### config.mk
export PLATFORM = sky130hd
export DESIGN_NAME = spid_mul
export DESIGN_NICKNAME = d
export VERILOG_FILES = /design/src/steering_pid_with_deadband_top_defines.svh /design/src/spid_pkg.sv /design/src/spid_mul.sv
export SDC_FILE = /design/constraint.sdc
export NUM_CORES = 2
export LEC_CHECK = 0
export BUFFER_PORTS_ARGS = -buffer_cell sky130_fd_sc_hd__buf_2
export CAP_MARGIN = 10
export CORE_UTILIZATION = 45
export CTS_CLUSTER_SIZE = 10
export DETAILED_ROUTE_END_ITERATION = 16
export MAX_ROUTING_LAYER = met4
export SKIP_CTS_REPAIR_TIMING = 1
export SYNTH_ARGS = -nofsm -noshare
export SYNTH_HDL_FRONTEND = slang
export SYNTH_SLANG_ARGS = --single-unit
### constraint.sdc
create_clock -name clk -period 20.9 [get_ports clk]
set_clock_uncertainty 0.05 [all_clocks]
set_input_delay 2.09 -clock clk [delete_from_list [all_inputs] [get_ports clk]]
set_output_delay 2.09 -clock clk [all_outputs]
set_load 0.02 [all_outputs]
### src/steering_pid_with_deadband_top_defines.svh
// Assertion macros shared by the steering PID RTL.
// No dependencies; included by modules that carry concurrent checks.
`ifndef STEERING_PID_WITH_DEADBAND_TOP_DEFINES_SVH
`define STEERING_PID_WITH_DEADBAND_TOP_DEFINES_SVH
`ifndef SYNTHESIS
`define SPID_ASSERT(lbl, prop) \
    lbl: assert property (@(posedge clk) disable iff (!rst_n) prop) \
        else $error("spid assertion failed");
`define SPID_NEVER(lbl, cond) \
    lbl: assert property (@(posedge clk) disable iff (!rst_n) !(cond)) \
        else $error("spid forbidden condition seen");
`else
`define SPID_ASSERT(lbl, prop)
`define SPID_NEVER(lbl, cond)
`endif
`endif

### src/spid_pkg.sv
// Package for the steering PID: widths, register indexes, setpoint select codes,
// reset values, divider handshake types and saturation helper. No dependencies.
`timescale 1ns / 1ps
`default_nettype none

package spid_pkg;

    localparam int ADC_BITS      = 12;
    localparam int INTEGRAL_BITS = 48;
    localparam int ANGLE_W       = 16;
    localparam int MUL_A_W       = 33;
    localparam int MUL_B_W       = 25;
    localparam int MUL_P_W       = MUL_A_W + MUL_B_W;
    localparam int DIV_W         = 38;
    localparam int DIVISOR_W     = 16;
    localparam int DIV_CNT_W     = $clog2(DIV_W);
    localparam int SUM_W         = 48;
    localparam int CFG_ADDR_W    = 3;
    localparam int CFG_DATA_W    = 24;

    localparam logic [CFG_ADDR_W-1:0] REG_KP    = 3'd0;
    localparam logic [CFG_ADDR_W-1:0] REG_KI    = 3'd1;
    localparam logic [CFG_ADDR_W-1:0] REG_KD    = 3'd2;
    localparam logic [CFG_ADDR_W-1:0] REG_LEFT  = 3'd3;
    localparam logic [CFG_ADDR_W-1:0] REG_RIGHT = 3'd4;
    localparam logic [CFG_ADDR_W-1:0] REG_SPAN  = 3'd5;
    localparam logic [CFG_ADDR_W-1:0] REG_TOL   = 3'd6;
    localparam logic [CFG_ADDR_W-1:0] REG_PLIM  = 3'd7;

    // setpoint select codes carried in s_tuser
    localparam logic [1:0] MODE_ZERO   = 2'd0;
    localparam logic [1:0] MODE_REMOTE = 2'd1;
    localparam logic [1:0] MODE_NAV    = 2'd2;
    localparam logic [1:0] MODE_KEEP   = 2'd3;

    localparam logic [11:0] LEFT_RST  = 12'd2845;
    localparam logic [11:0] RIGHT_RST = 12'd870;
    localparam logic [14:0] SPAN_RST  = 15'd11960;
    localparam logic [14:0] TOL_RST   = 15'd115;
    localparam logic [7:0]  PLIM_RST  = 8'd150;

    typedef struct packed {
        logic                 start;
        logic [DIV_W-1:0]     dividend;
        logic [DIVISOR_W-1:0] divisor;
    } spid_div_req_t;

    typedef struct packed {
        logic             busy;
        logic             done;
        logic [DIV_W-1:0] quotient;
    } spid_div_rsp_t;

    // Saturate a signed value to 16 bits signed.
    function automatic logic signed [ANGLE_W-1:0] sat16(input logic signed [SUM_W-1:0] v);
        logic signed [SUM_W-1:0] hi;
        logic signed [SUM_W-1:0] lo;
        hi = SUM_W'(32767);
        lo = -SUM_W'(32768);
        if (v > hi)
            return 16'sh7fff;
        else if (v < lo)
            return 16'sh8000;
        else
            return v[ANGLE_W-1:0];
    endfunction

endpackage

`default_nettype wire

### src/spid_mul.sv
// Shared signed multiplier with registered product.
// Depends on spid_pkg.
`timescale 1ns / 1ps
`default_nettype none

module spid_mul
    import spid_pkg::*;
(
    input  wire logic                      clk,
    input  wire logic signed [MUL_A_W-1:0] op_a,
    input  wire logic signed [MUL_B_W-1:0] op_b,
    output logic signed [MUL_P_W-1:0]      prod
);

    logic signed [MUL_P_W-1:0] prod_reg;
    logic signed [MUL_P_W-1:0] prod_next;

    assign prod_next = MUL_P_W'(op_a) * MUL_P_W'(op_b);

    always_ff @(posedge clk)
    begin
        prod_reg <= prod_next;
    end

    assign prod = prod_reg;

endmodule

`default_nettype wire

* After elaboration in Yosys (flattened, before gate mapping)
Cells that the tools add are included.
** Storage, ports and cells
- Flip-flop bits (word level) :: 58
- Output and inout port bits :: 58
- Logic and storage cells :: 2
** Operators by class
- Multiply operators :: 1
** Operators by type and width (number)
- $mul 33x25->58 :: 1

* Depth between registers and ports, before layout
- Depth after elaboration :: 1
- Depth in mapped cells :: 27

* Worst setup path before layout
No wires, ideal clock.
- Path kind :: input to register
- Start :: input port op_a[32]
- End :: register prod_reg[57] (netlist: prod[57])
- Arrival time :: 8.731 ns
- Data required time :: 20.786 ns
- Path slack :: 12.055 ns
- Stages :: 25
- Path buffers :: 1
- Cell sequence :: clkbuf_1 > nand2_1 > inv_1 > fa_1 > fa_1 > inv_1 > fa_1 > inv_1 > fa_1 > fa_1 > fa_1 > inv_1 > fa_1 > inv_1 > ha_1 > a21o_1 > a21o_1 > a21o_1 > a2111oi_0 > o32ai_1 > a21oi_2 > o21a_1 > a21oi_2 > or4_1 > nand4_1
** Between the ends
- Longest elaborated chain between the ends :: 1
** Ends and longest elaborated chain
- from (decl) :: line spid_mul.sv:10 : input wire logic signed [MUL_A_W-1:0] op_a,
- $mul 33x25->58 :: line spid_mul.sv:18 : assign prod_next = MUL_P_W'(op_a) * MUL_P_W'(op_b);
- named net prod_next[57] :: line spid_mul.sv:16 : logic signed [MUL_P_W-1:0] prod_next;
- to (signal assigned) :: line spid_mul.sv:22 : prod_reg <= prod_next;
- to (decl) :: line spid_mul.sv:15 : logic signed [MUL_P_W-1:0] prod_reg;
The timed path passes the listed nets, and every way through them passes these cells.

* Worst setup path after layout
- Start :: input port op_b[24]
- End :: register prod_reg[45] (netlist: prod[45])
** Between the ends
- Longest elaborated chain between the ends :: 1
** Ends and longest elaborated chain
- from (decl) :: line spid_mul.sv:11 : input wire logic signed [MUL_B_W-1:0] op_b,
- $mul 33x25->58 :: line spid_mul.sv:18
- named net prod_next[45] :: line spid_mul.sv:16
The timed path passes the listed nets, and every way through them passes these cells.

==> flow_metrics.tcl <==
set metrics [dict create \
    dp.cells 4003 \
    post-route-min-period_ns 9.70 \
    ant_nets 0 \
    hold_violations 0 \
    initial_core_util 0.455 \
    antenna_found_initial 4 \
    worstHoldPathType "in2reg" \
    fillCellCount 6173 \
    drive_gt1_frac 0.0510 \
    yosys_register_bits 58 \
    fin_area_um2 31400 \
    grt_pass1_wl_um 132000 \
    crit_arrival_ns 9.95 \
    maxCapViolCount 0 \
    max-clock-path-buffers 2 \
    startpoint "op_b[24]" \
    yosys.area_share.simple 0.158 \
    coreArea_um2 65700 \
    syn_nets 4221 \
    setup_viol 0 \
    synth.area.mux_share 0 \
    die-area_um2 67600 \
    gp_congestion 0.937 \
    synth_edf_count 0 \
    area_delta_synth_final_pct 4.97 \
    synth_top_family_by_area "adder cells" \
    dp_hpwl_um 63400 \
    placed_cell_area_um2 31100 \
    pin_count 117 \
    worstSetupStartpointType "input pin" \
    worstPathCellList "buf_2 > clkinv_1 > nor2_1 > fa_1 > fa_1 > fa_1 > fa_1 > fa_1 > fa_1 > inv_1 > fa_1 > inv_1 > ha_1 > nand3_1 > nor3_1 > a21boi_0 > nor2_1 > o21ai_0 > a31oi_1 > o21ai_0 > a21oi_1 > xnor2_1" \
    slew_viol_final 0 \
    tns_ns 0 \
    critPathMaxFanout 26 \
    cts_tree "built" \
    numCtsBuffers 9 \
    remaining_drc_errors 0 \
    synth_seq_area_share 0.0388 \
    status "finished clean" \
    clk_pin_slew_ns 0.07 \
    viasPerCell 5.22 \
    netlist_area_um2 29900 \
    fin_crit_sh 0.464 \
    synth_compound_area_frac 0.0392 \
    wl_per_cell_um 20.5 \
    crit_slowest_cell "clkinv_1" \
    track_usage 0.268 \
    synthAdderAreaFrac 0.629 \
    io_buffers 116 \
    ys.warnings.count 0 \
    fin_hold_ws_ns 2.23 \
    num-nets-final 4208 \
    crit_path_end "prod[45]" \
    crit_path_end_kind "register" \
    dieWidth_um 260 \
    cpMostUsedCell "fa_1" \
    synth-main-ff-cell "dfxtp_1" \
    worstSetupPathType "in2reg" \
    async_reset_ff_frac 0 \
    detail_route.first_pass.iterations 5 \
    slew-limit-headroom 0.318 \
    min-delay-start "op_a[0]" \
    critPathTopFamily "adder cells" \
    synth_cell_types 62 \
    rows 94 \
    dieHeight_um 260 \
    syn_inst 3163 \
    clock_sinks 58 \
    drt_iter0_drc 1213 \
    grt_max_degree 34 \
    wl_um 82400 \
    tightest_slew_ns 1.02 \
    overflow 0 \
    grt_pass1_vias 23500 \
    worst_ep_required_time_ns 21.15 \
    fmax_ghz 0.103 \
    ctsHtreeMaxLevel 3 \
    vias 21000 \
    synth_xor_area_frac 0.0184 \
    worst-path-buf-inv 4 \
    clockRootBuffer "clkbuf_16" \
    crit_path_max_incr_delay_ns 0.82 \
    layout.cells.non_filler 4023 \
    largest_register_ffs 58 \
    worst-path-stages 22 \
    synth_area_per_cell_um2 9.46 \
    rsz0062_at_grt "false" \
]
==> cells by family after synthesis <==
| logic type | after synthesis |
|---|---|
| buf+inv | 926 |
| simple gates | 949 |
| compound gates | 168 |
| fa+ha+maj | 999 |
| xor+xnor | 63 |
| flops | 58 |
==> placed cells by master (no fill, tap or decap), types with 25 or more instances in the layout <==
master	count
fa_1	842
inv_1	778
nand2_1	422
and2_1	410
ha_1	157
buf_2	116
nor2_1	59
dfxtp_1	58
a21oi_1	48
xnor2_1	44
a21o_1	25
==> cells in the mapped netlist, drive strengths merged, types with 12 or more instances <==
master  number  area, um^2
fa         842       16900
inv        778        2920
nand2      422        1580
and2       410        2560
ha         157        1960
clkbuf     141         529
nor2        59         221
dfxtp       58        1160
a21oi       50         258
xnor2       44         385
a21o        27         205
o21ai       27         143
xor2        19         166
nand2b      15        93.8
o21bai      12        90.1
==> worst min-delay path, stage by stage <==
cell	delay (ns)
buf_2	0.09
buf_4	0.23
and2_1	0.20
==> metrics by stage <==
| stage | utilization | worst slack [ns] |
|---|---|---|
| after detailed placement | 0.473 | 10.97 |
| after global placement | 0.473 | 11.07 |
| after floorplan | - | 12.05 |
| final | 0.478 | 11.20 |
| after global routing | 0.478 | 10.93 |
| after CTS | 0.478 | 11.38 |
==> area by class of cell <==
cell class              instances  area [um^2]  area share
inverters                     779         2920      0.0931
repair buffers                123          633      0.0201
clock inverters                 7          101     0.00323
multi-input cells            2179        25300       0.805
flip-flops and latches         58         1160      0.0369
diodes                          4         10.0    0.000319
clock buffers                   9          225     0.00717
well taps                     864         1080      0.0344
==> routing by layer <==
metal | vias to the layer above | GRT usage | part of all wire
li1 | 9015 | - | -
met1 | 11100 | 0.346 | 0.42
met2 | 693 | 0.438 | 0.49
met3 | 151 | 0.0340 | 0.058
met4 | 0 | 0.0832 | 0.031
met5 | - | - | 0
==> worst min-delay path by stage <==
stage,to,slack (ns),depth (start not counted)
floorplan,prod[0],2.17,1
global placement,prod[18],2.46,1
detailed placement,prod[24],2.46,1
CTS,prod[0],2.22,3
global route,prod[0],2.24,3
finish,prod[0],2.23,3
Power is left out: the tool's default activity adds up to more than one toggle a clock period on the data nets, which glitch-free logic cannot reach.
