$ cat config.mk
export PLATFORM = sky130hd
export DESIGN_NAME = spid_div
export DESIGN_NICKNAME = d
export VERILOG_FILES = /design/src/steering_pid_with_deadband_top_defines.svh /design/src/spid_pkg.sv /design/src/spid_div.sv
export SDC_FILE = /design/constraint.sdc
export NUM_CORES = 1
export LEC_CHECK = 0
export BUFFER_PORTS_ARGS = -buffer_cell sky130_fd_sc_hd__buf_2
export CAP_MARGIN = 10
export CORE_UTILIZATION = 46
export CTS_CLUSTER_DIAMETER = 30
export DETAILED_ROUTE_END_ITERATION = 8
export GPL_ROUTABILITY_DRIVEN = 0
export PLACE_DENSITY = 0.7
export SLEW_MARGIN = 25
export SYNTH_ARGS = -nofsm -noshare
export SYNTH_HDL_FRONTEND = slang
export SYNTH_SLANG_ARGS = --single-unit
$ cat constraint.sdc
create_clock -name clk -period 6.38 [get_ports clk]
set_input_delay 1.276 -clock clk [delete_from_list [all_inputs] [get_ports clk]]
set_output_delay 1.276 -clock clk [all_outputs]
set_load 0.05 [all_outputs]
$ cat src/steering_pid_with_deadband_top_defines.svh
// Assertion macros shared by the steering PID RTL.
// No dependencies; included by modules that carry concurrent checks.
`ifndef STEERING_PID_WITH_DEADBAND_TOP_DEFINES_SVH
`define STEERING_PID_WITH_DEADBAND_TOP_DEFINES_SVH
`ifndef SYNTHESIS
`define SPID_ASSERT(lbl, prop) \
    lbl: assert property (@(posedge clk) disable iff (!rst_n) prop) \
        else $error("spid assertion failed");
`define SPID_NEVER(lbl, cond) \
    lbl: assert property (@(posedge clk) disable iff (!rst_n) !(cond)) \
        else $error("spid forbidden condition seen");
`else
`define SPID_ASSERT(lbl, prop)
`define SPID_NEVER(lbl, cond)
`endif
`endif

$ cat src/spid_pkg.sv
// Package for the steering PID: widths, register indexes, setpoint select codes,
// reset values, divider handshake types and saturation helper. No dependencies.
`timescale 1ns / 1ps
`default_nettype none

package spid_pkg;

    localparam int ADC_BITS      = 12;
    localparam int INTEGRAL_BITS = 48;
    localparam int ANGLE_W       = 16;
    localparam int MUL_A_W       = 33;
    localparam int MUL_B_W       = 25;
    localparam int MUL_P_W       = MUL_A_W + MUL_B_W;
    localparam int DIV_W         = 38;
    localparam int DIVISOR_W     = 16;
    localparam int DIV_CNT_W     = $clog2(DIV_W);
    localparam int SUM_W         = 48;
    localparam int CFG_ADDR_W    = 3;
    localparam int CFG_DATA_W    = 24;

    localparam logic [CFG_ADDR_W-1:0] REG_KP    = 3'd0;
    localparam logic [CFG_ADDR_W-1:0] REG_KI    = 3'd1;
    localparam logic [CFG_ADDR_W-1:0] REG_KD    = 3'd2;
    localparam logic [CFG_ADDR_W-1:0] REG_LEFT  = 3'd3;
    localparam logic [CFG_ADDR_W-1:0] REG_RIGHT = 3'd4;
    localparam logic [CFG_ADDR_W-1:0] REG_SPAN  = 3'd5;
    localparam logic [CFG_ADDR_W-1:0] REG_TOL   = 3'd6;
    localparam logic [CFG_ADDR_W-1:0] REG_PLIM  = 3'd7;

    // setpoint select codes carried in s_tuser
    localparam logic [1:0] MODE_ZERO   = 2'd0;
    localparam logic [1:0] MODE_REMOTE = 2'd1;
    localparam logic [1:0] MODE_NAV    = 2'd2;
    localparam logic [1:0] MODE_KEEP   = 2'd3;

    localparam logic [11:0] LEFT_RST  = 12'd2845;
    localparam logic [11:0] RIGHT_RST = 12'd870;
    localparam logic [14:0] SPAN_RST  = 15'd11960;
    localparam logic [14:0] TOL_RST   = 15'd115;
    localparam logic [7:0]  PLIM_RST  = 8'd150;

    typedef struct packed {
        logic                 start;
        logic [DIV_W-1:0]     dividend;
        logic [DIVISOR_W-1:0] divisor;
    } spid_div_req_t;

    typedef struct packed {
        logic             busy;
        logic             done;
        logic [DIV_W-1:0] quotient;
    } spid_div_rsp_t;

    // Saturate a signed value to 16 bits signed.
    function automatic logic signed [ANGLE_W-1:0] sat16(input logic signed [SUM_W-1:0] v);
        logic signed [SUM_W-1:0] hi;
        logic signed [SUM_W-1:0] lo;
        hi = SUM_W'(32767);
        lo = -SUM_W'(32768);
        if (v > hi)
            return 16'sh7fff;
        else if (v < lo)
            return 16'sh8000;
        else
            return v[ANGLE_W-1:0];
    endfunction

endpackage

`default_nettype wire

$ cat src/spid_div.sv
// Unsigned restoring divider, one quotient bit per cycle.
// Depends on spid_pkg (widths, request/response structs).
`timescale 1ns / 1ps
`default_nettype none

module spid_div
    import spid_pkg::*;
(
    input  wire logic          clk,
    input  wire logic          rst_n,
    input  wire spid_div_req_t req,
    output spid_div_rsp_t      rsp
);

    logic                 busy_reg, busy_next;
    logic                 done_reg, done_next;
    logic [DIV_CNT_W-1:0] cnt_reg, cnt_next;
    logic [DIV_W-1:0]     quo_reg, quo_next;
    logic [DIVISOR_W-1:0] rem_reg, rem_next;
    logic [DIVISOR_W-1:0] dsr_reg, dsr_next;
    logic [DIVISOR_W:0]   trial;
    logic                 ge;

    assign trial = {rem_reg, quo_reg[DIV_W-1]};
    assign ge    = trial >= {1'b0, dsr_reg};

    always_comb
    begin
        busy_next = busy_reg;
        done_next = 1'b0;
        cnt_next  = cnt_reg;
        quo_next  = quo_reg;
        rem_next  = rem_reg;
        dsr_next  = dsr_reg;
        if (busy_reg)
        begin
            quo_next = {quo_reg[DIV_W-2:0], ge};
            rem_next = ge ? DIVISOR_W'(trial - {1'b0, dsr_reg}) : trial[DIVISOR_W-1:0];
            cnt_next = cnt_reg + 1'b1;
            if (cnt_reg == DIV_CNT_W'(DIV_W - 1))
            begin
                busy_next = 1'b0;
                done_next = 1'b1;
            end
        end
        else if (req.start)
        begin
            busy_next = 1'b1;
            cnt_next  = '0;
            quo_next  = req.dividend;
            rem_next  = '0;
            dsr_next  = req.divisor;
        end
    end

    always_ff @(posedge clk or negedge rst_n)
    begin
        if (!rst_n)
        begin
            busy_reg <= 1'b0;
            done_reg <= 1'b0;
            cnt_reg  <= '0;
        end
        else
        begin
            busy_reg <= busy_next;
            done_reg <= done_next;
            cnt_reg  <= cnt_next;
        end
    end

    always_ff @(posedge clk)
    begin
        quo_reg <= quo_next;
        rem_reg <= rem_next;
        dsr_reg <= dsr_next;
    end

    assign rsp.busy     = busy_reg;
    assign rsp.done     = done_reg;
    assign rsp.quotient = quo_reg;

endmodule

`default_nettype wire

**Word-level counts from Yosys, hierarchy flattened**

Cells that the tools add are included.

- Add/sub/neg operators: 2
- $lt $le $gt $ge: 1
- Equality and inequality tests: 1
- Mux-type cells: 12
- Bitwise logic cells: 1
- Reduce and logical (&&, ||, !) cells: 2

Operator list:

| operator | count |
|---|---|
| 2-to-1 mux 38 bit | 2 |
| 2-to-1 mux 16 bit | 3 |
| greater-or-equal comparator 17 x 16 -> 1 bit | 1 |
| subtractor 16 bit | 1 |
| 2-to-1 mux 6 bit | 2 |
| adder 6 x 1 -> 6 bit (second input constant) | 1 |
| == test 6 bit (second input constant) | 1 |
| 2-to-1 mux 1 bit | 5 |
| AND reduction 2 bit | 1 |
| nonzero test 2 bit | 1 |
| inverter 1 bit | 1 |

- Register bits after elaboration: 78
- Bits of input ports: 57
- Output and inout port bits: 40

**Logic depth before layout (Yosys ltp)**

Gate-level depths: netlist (run 1).

- Depth after elaboration: 3
- Mapped depth: 9
- Depth with buffers taken out: 9

**Least setup slack after synthesis (run 1)**

OpenSTA, ideal clock, no wires.

- Path type: input port to flip-flop
- Start point: input port req[54] (netlist name)
- End point: register quo_reg[0], enable pin
- Library setup time: 0.408 ns
- Arrival time: 2.386 ns
- Path slack: 3.586 ns
- Stages: 2
- Path buffers: 0
- Cells stage by stage: nor2_1 inv_1

- Word-level cells in the longest chain between the ends: 1

RTL lines:

| item | line | text |
|---|---|---|
| start: declaration | spid_div.sv:11 | `input wire spid_div_req_t req,` |
| nonzero test 2 bit (no line) | -- |  |
| end signal: assignment | spid_div.sv:74 | `quo_reg <= quo_next;` |
| end: declaration | spid_div.sv:18 | `logic [DIV_W-1:0] quo_reg, quo_next;` |

No other way between the ends.
A chain may end at the register's enable or synchronous reset.

**Worst setup path in the final report (run 1)**

- Start point: register busy_reg
- End point: output port rsp[39] (netlist name)

RTL lines:

| item | line | text |
|---|---|---|
| start: declaration | spid_div.sv:15 | `logic busy_reg, busy_next;` |
| start signal: assignment | spid_div.sv:66 | `busy_reg <= busy_next;` |
| end: declaration | spid_div.sv:12 | `output spid_div_rsp_t rsp` |

No word-level cell between the ends.

==> results of run 1 <==
-- layout by cell type (no fill, tap or decap), types with 14 or more instances in the layout --
| cell | netlist | routed |
|---|---|---|
| nand2_1 | 15 | 15 |
| buf_2 | 2 | 96 |
| mux2_2 | 37 | 37 |
| inv_1 | 22 | 21 |
| nand3_1 | 17 | 17 |
| ha_1 | 18 | 18 |
| o21ai_0 | 17 | 17 |
| a21oi_1 | 19 | 19 |
| edfxtp_1 | 70 | 70 |
| nor2_1 | 14 | 14 |
-- synthesized netlist by cell type (4+ instances only) --
library cell   n  share of area
a211oi_1       6          0.011
a21oi_1       19          0.023
clkbuf_1       4         0.0036
dfrtp_1        8          0.048
edfxtp_1      70           0.51
ha_1          18          0.055
inv_1         22          0.020
mux2_2        37           0.10
nand2_1       15          0.014
nand2b_1       4         0.0061
nand3_1       17          0.021
nor2_1        14          0.013
nor3_1         5         0.0061
o211ai_1       6          0.011
o21a_1         4         0.0073
o21ai_0       17          0.021
o22ai_1        6         0.0091
o31ai_1        4         0.0073
-- worst reg2reg max path, delay by kind of cell, from the launching register on --
kind | cells | cell delay, ps
buffers and inverters | 2 | 1120
DFF | 1 | 1020
and+or+nand+nor | 1 | 310
-- metrics by stage --
stage,std cells,setup slack [ps],utilization,power [mW]
2_1_floorplan,336,3590,-,2.21
3_3_place_gp,529,3640,0.538,2.53
3_5_place_dp,529,3580,0.538,2.55
4_1_cts,545,3260,0.561,2.94
5_1_grt,545,3180,0.561,3.11
6_report,545,3320,0.561,2.93
-- cell families after synthesis --
kind of cell,share of synthesized area
DFF,0.557
and+or+nand+nor,0.0951
buffers and inverters,0.0351
AOI/OAI and AO/OA,0.135
adders and majority gates,0.0594
muxes,0.106
xor gates and xnor gates,0.0127
-- routing by layer --
layer	vias to the layer above	share of wire	track usage	wire [µm]
met3	6	0.079	0.0477	677
met1	1409	0.47	0.266	4070
met5	-	0	0	0
li1	1477	-	-	-
met4	0	0.0085	0.0654	73
met2	125	0.44	0.283	3770
-- worst max path at each step --
stage | start | end | depth (start not counted)
finish | busy_reg$_DFF_PN0_ | rsp[39] | 1
floorplan | req[54] | quo_reg[0]$_DFFE_PP_ | 2
detailed placement | busy_reg$_DFF_PN0_ | dsr_reg[15]$_DFFE_PP_ | 3
global placement | req[54] | quo_reg[26]$_DFFE_PP_ | 3
global route | busy_reg$_DFF_PN0_ | rsp[39] | 1
CTS | busy_reg$_DFF_PN0_ | rsp[39] | 1
-- power breakdown --
part | total, mW | switching [mW] | internal [mW]
Clock | 0.366 | 0.182 | 0.183
Combinational | 1.54 | 1.00 | 0.536
Sequential | 1.03 | 0.159 | 0.867
Total | 2.93 | 1.34 | 1.59
-- final cells by class --
cell class,instances,area [µm²],area share
timing repair buffer,96,480,0.0983
tap,108,135,0.0276
inverter,23,88.8,0.0182
clock inverter,6,71.3,0.0146
multi-input combinational,224,1680,0.344
sequential,78,2300,0.471
clock buffer,10,128,0.0261
==> results.ini, run 1 <==
[status]
status = finished clean

[timing]
finClkSkew_ps = 12.0
worst_pin_slew_ps = 999
finalHoldViolations = 0
tns_ps = 0
setup_viol = 0
post-route-period-util = 0.480
holdWs_ps = 510
max_freq_ghz = 0.327
relSlewSlack = 0.334
rsz0062_at_grt = no
slew_violations = 0
period_minus_slack_ps = 3060

[die]
io_pins = 97
dieWidth_um = 96.8
std_cell_rows = 34
core_um2 = 8720
start_util = 0.474
die_h_um = 96.8
fp.dieArea_um2 = 9360

[drt]
vias = 3017
routed_wl_um = 8590
routedWlPerCell_um = 15.8
via_per_inst = 5.54
drtPass1Iterations = 4
drc = 0
ant_nets = 0
drt_iter0_drc = 161

[critical_path]
worstPathArrival_ps = 1790
reg2reg_setup_slack_ps = 3580
cpPeakStageDelay_ps = 1020
slowest_stage = dfrtp_2
worstSetupPathType = register to primary output
rr_endpoint = dsr_reg[7]$_DFFE_PP_
cp-start-kind = register
reg2reg_depth = 3
crit_path_cell_trace = buf_2
critPathBufInv = 1
worstPathRequired_ps = 5100
r2r-start = busy_reg$_DFF_PN0_
end_kind = primary output
cp_top_family = flip-flops
crit_fanout = 50

[cts]
clock_path_buffers = 2
hold_buffers = 0
cts_setup_buffers = 0
htreeDepth = 3
cts_tree = yes
clock-sinks = 78
clkTransAtPathRegs_ps = 90
cts_resized = 0
cts_made_buffers = 9
cts_root_buffer = clkbuf_8
clk_latency_ps = 350

[finish]
largest_reg_flops = 38
syn2layout_area_growth_pct = 18.4
drive_above_1_share = 0.359
finalInstanceArea_um2 = 4890
nNetsFinal = 508
nFillCells = 733
insertedDiodeCount = 0

[yosys]
synth_seq_cells = 78
yosysWarningCount = 0
ys_seq_area_frac = 0.557
synthArstFlopShare = 0.103
syn_area_per_cell_um2 = 12.3
synth_nets = 412
syn_inst = 336
synth_flop_cell = edfxtp_1
synth.distinct_cells = 54
synth_edf_count = 70
synth_area_um2 = 4130

[grt]
grt.overflow.total = 0
antenna_found_initial = 0
grt_max_degree = 55
grt.total_usage = 0.189
grt_pass1_wl_um = 14100
grt_pass1_vias = 2912

[power]
power_density_nw_per_um2 = 599
ir_drop_mv = 0.408
leakage_nw = 2.04

[worst_hold_path]
hold_path.startpoint = cnt_reg[5]$_DFFE_PN0P_
hp-class = register to register
whs_endpoint = cnt_reg[5]$_DFFE_PN0P_
hold_depth = 1

[job]
maxCapViolations = 0

[place]
dpl_cell_area_um2 = 4690
hpwl_um = 6270
port_buffers = 96

Note: power is estimated with default switching activity, not from simulation.
==> run 2, diff against run 1 <==
==> constraint.sdc (replaced) <==
create_clock -name clk -period 3 [get_ports clk]
set_input_delay 0.6 -clock clk [delete_from_list [all_inputs] [get_ports clk]]
set_output_delay 0.6 -clock clk [all_outputs]
set_load 0.05 [all_outputs]
==> results.ini, run 2 (synthesis gave the netlist of run 1 again) <==
[status]
status = finished clean

[finish]
multiInputGateArea_um2 = 1680
drive_above_1_share = 0.366
nNetsFinal = 511
largest_reg_flops = 38
regArea_um2 = 2300
insertedDiodeCount = 0
final_common_cell = buf_2
nFillCells = 721
mostFrequentLayoutCells = 96 x buf_2, 70 x edfxtp_1, 37 x mux2_2
syn2layout_area_growth_pct = 18.8

[critical_path]
critPathBufInv = 0
crit_path_cell_trace = ha_1 -> a21o_1 -> a211oi_1 -> o31a_1 -> nand2_1 -> o21ai_1 -> o22ai_1
worstPathRequired_ps = 3080
worstSetupPathType = register to register
cp.depth = 7
cp_top_family = compound AO/OA/AOI/OAI gates
end_kind = register
crit_fanout = 12
cp-start-kind = register
slowest_stage = edfxtp_1
cpPeakStageDelay_ps = 410
reg2reg_depth = 7
worstPathArrival_ps = 2690

[grt]
grt.total_usage = 0.194
grtUsageMet3 = 0.0766
antenna_found_initial = 0
grt.overflow.total = 0
grt_pass1_wl_um = 14400
grt_util_met2 = 0.300
grt_busiest_layer = met2
grt_pass1_vias = 2965
grt_max_degree = 34
grt_use_met1 = 0.248

[timing]
tns_ps = 0
post-route-period-util = 0.868
setup_viol = 0
slew_violations = 0
relSlewSlack = 0.533
max_freq_ghz = 0.384
finalHoldViolations = 0
worst_pin_slew_ps = 699
period_minus_slack_ps = 2600
rsz0062_at_grt = no
holdWs_ps = 71.7
finClkSkew_ps = 11.1

[power]
power_density_nw_per_um2 = 1260
leakage_nw = 2.06
ir_drop_mv = 0.945

[die]
std_cell_rows = 34
dieWidth_um = 96.8
start_util = 0.474
fp.dieArea_um2 = 9360
io_pins = 97
core_um2 = 8720
die_h_um = 96.8

[cts]
clk_latency_ps = 350
htreeDepth = 3
cts_tree = yes
clock_path_buffers = 2
hold_buffers = 0
cts_setup_buffers = 0
clock-sinks = 78
clkTransAtPathRegs_ps = 90
cts_resized = 0
cts_made_buffers = 9
cts_root_buffer = clkbuf_8

[job]
maxCapViolations = 0

[drt]
routedWlPerCell_um = 16.1
vias = 3008
routed_wl_um = 8810
drtPass1Iterations = 4
via_per_inst = 5.49
ant_nets = 0
drc = 0
drt_iter0_drc = 158

[place]
port_buffers = 96
hpwl_um = 6430

[worst_hold_path]
hp-class = primary input to async pin

run 2: stage by stage:
| stage | setup slack, ps | cells | power [mW] | utilization | area, µm² |
|---|---|---|---|---|---|
| after global routing | 215 | 548 | 6.54 | 0.562 | 4900 |
| after detailed placement | 417 | 532 | 5.43 | 0.542 | 4720 |
| after global placement | 542 | 532 | 5.36 | 0.542 | 4720 |
| final | 397 | 548 | 6.16 | 0.562 | 4900 |
| after CTS | 417 | 548 | 6.17 | 0.562 | 4900 |
| after floorplan | 403 | 336 | 4.71 | - | 4130 |
run 2: power by group:
group,internal [mW],total (mW),switching (mW),leakage [nW]
logic,1.15,3.31,2.16,1.16
clock network,0.327,0.727,0.400,0.0930
registers,1.84,2.12,0.278,0.807
total,3.32,6.16,2.84,2.06
run 2: path summary, 6_finish.rpt:
check                                       endpoint  slack [ps]                 startpoint
setup / recovery           rem_reg[14]$_SDFFCE_PN0P_         400  rem_reg[13]$_SDFFCE_PN0P_
hold reg to reg               cnt_reg[5]$_DFFE_PN0P_         490     cnt_reg[5]$_DFFE_PN0P_
hold / removal                cnt_reg[3]$_DFFE_PN0P_          70                      rst_n
max in group asynchronous         busy_reg$_DFF_PN0_        2740                      rst_n
setup reg to reg           rem_reg[14]$_SDFFCE_PN0P_         400  rem_reg[13]$_SDFFCE_PN0P_
min in group clk                dsr_reg[5]$_DFFE_PP_         420                     req[5]
run 2: layout make-up:
type                            count  area share
Clock buffer                       10      0.0281
Clock inverter                      6     0.00893
Inverter                           23      0.0176
Multi-Input combinational cell    224       0.343
Sequential cell                    78       0.470
Tap cell                          108      0.0276
Timing Repair Buffer               99       0.105
run 2: metal layers:
layer,vias to the layer above,share of wire
met4,0,0.011
met5,-,0
li1,1481,-
met3,8,0.093
met1,1400,0.44
met2,119,0.46
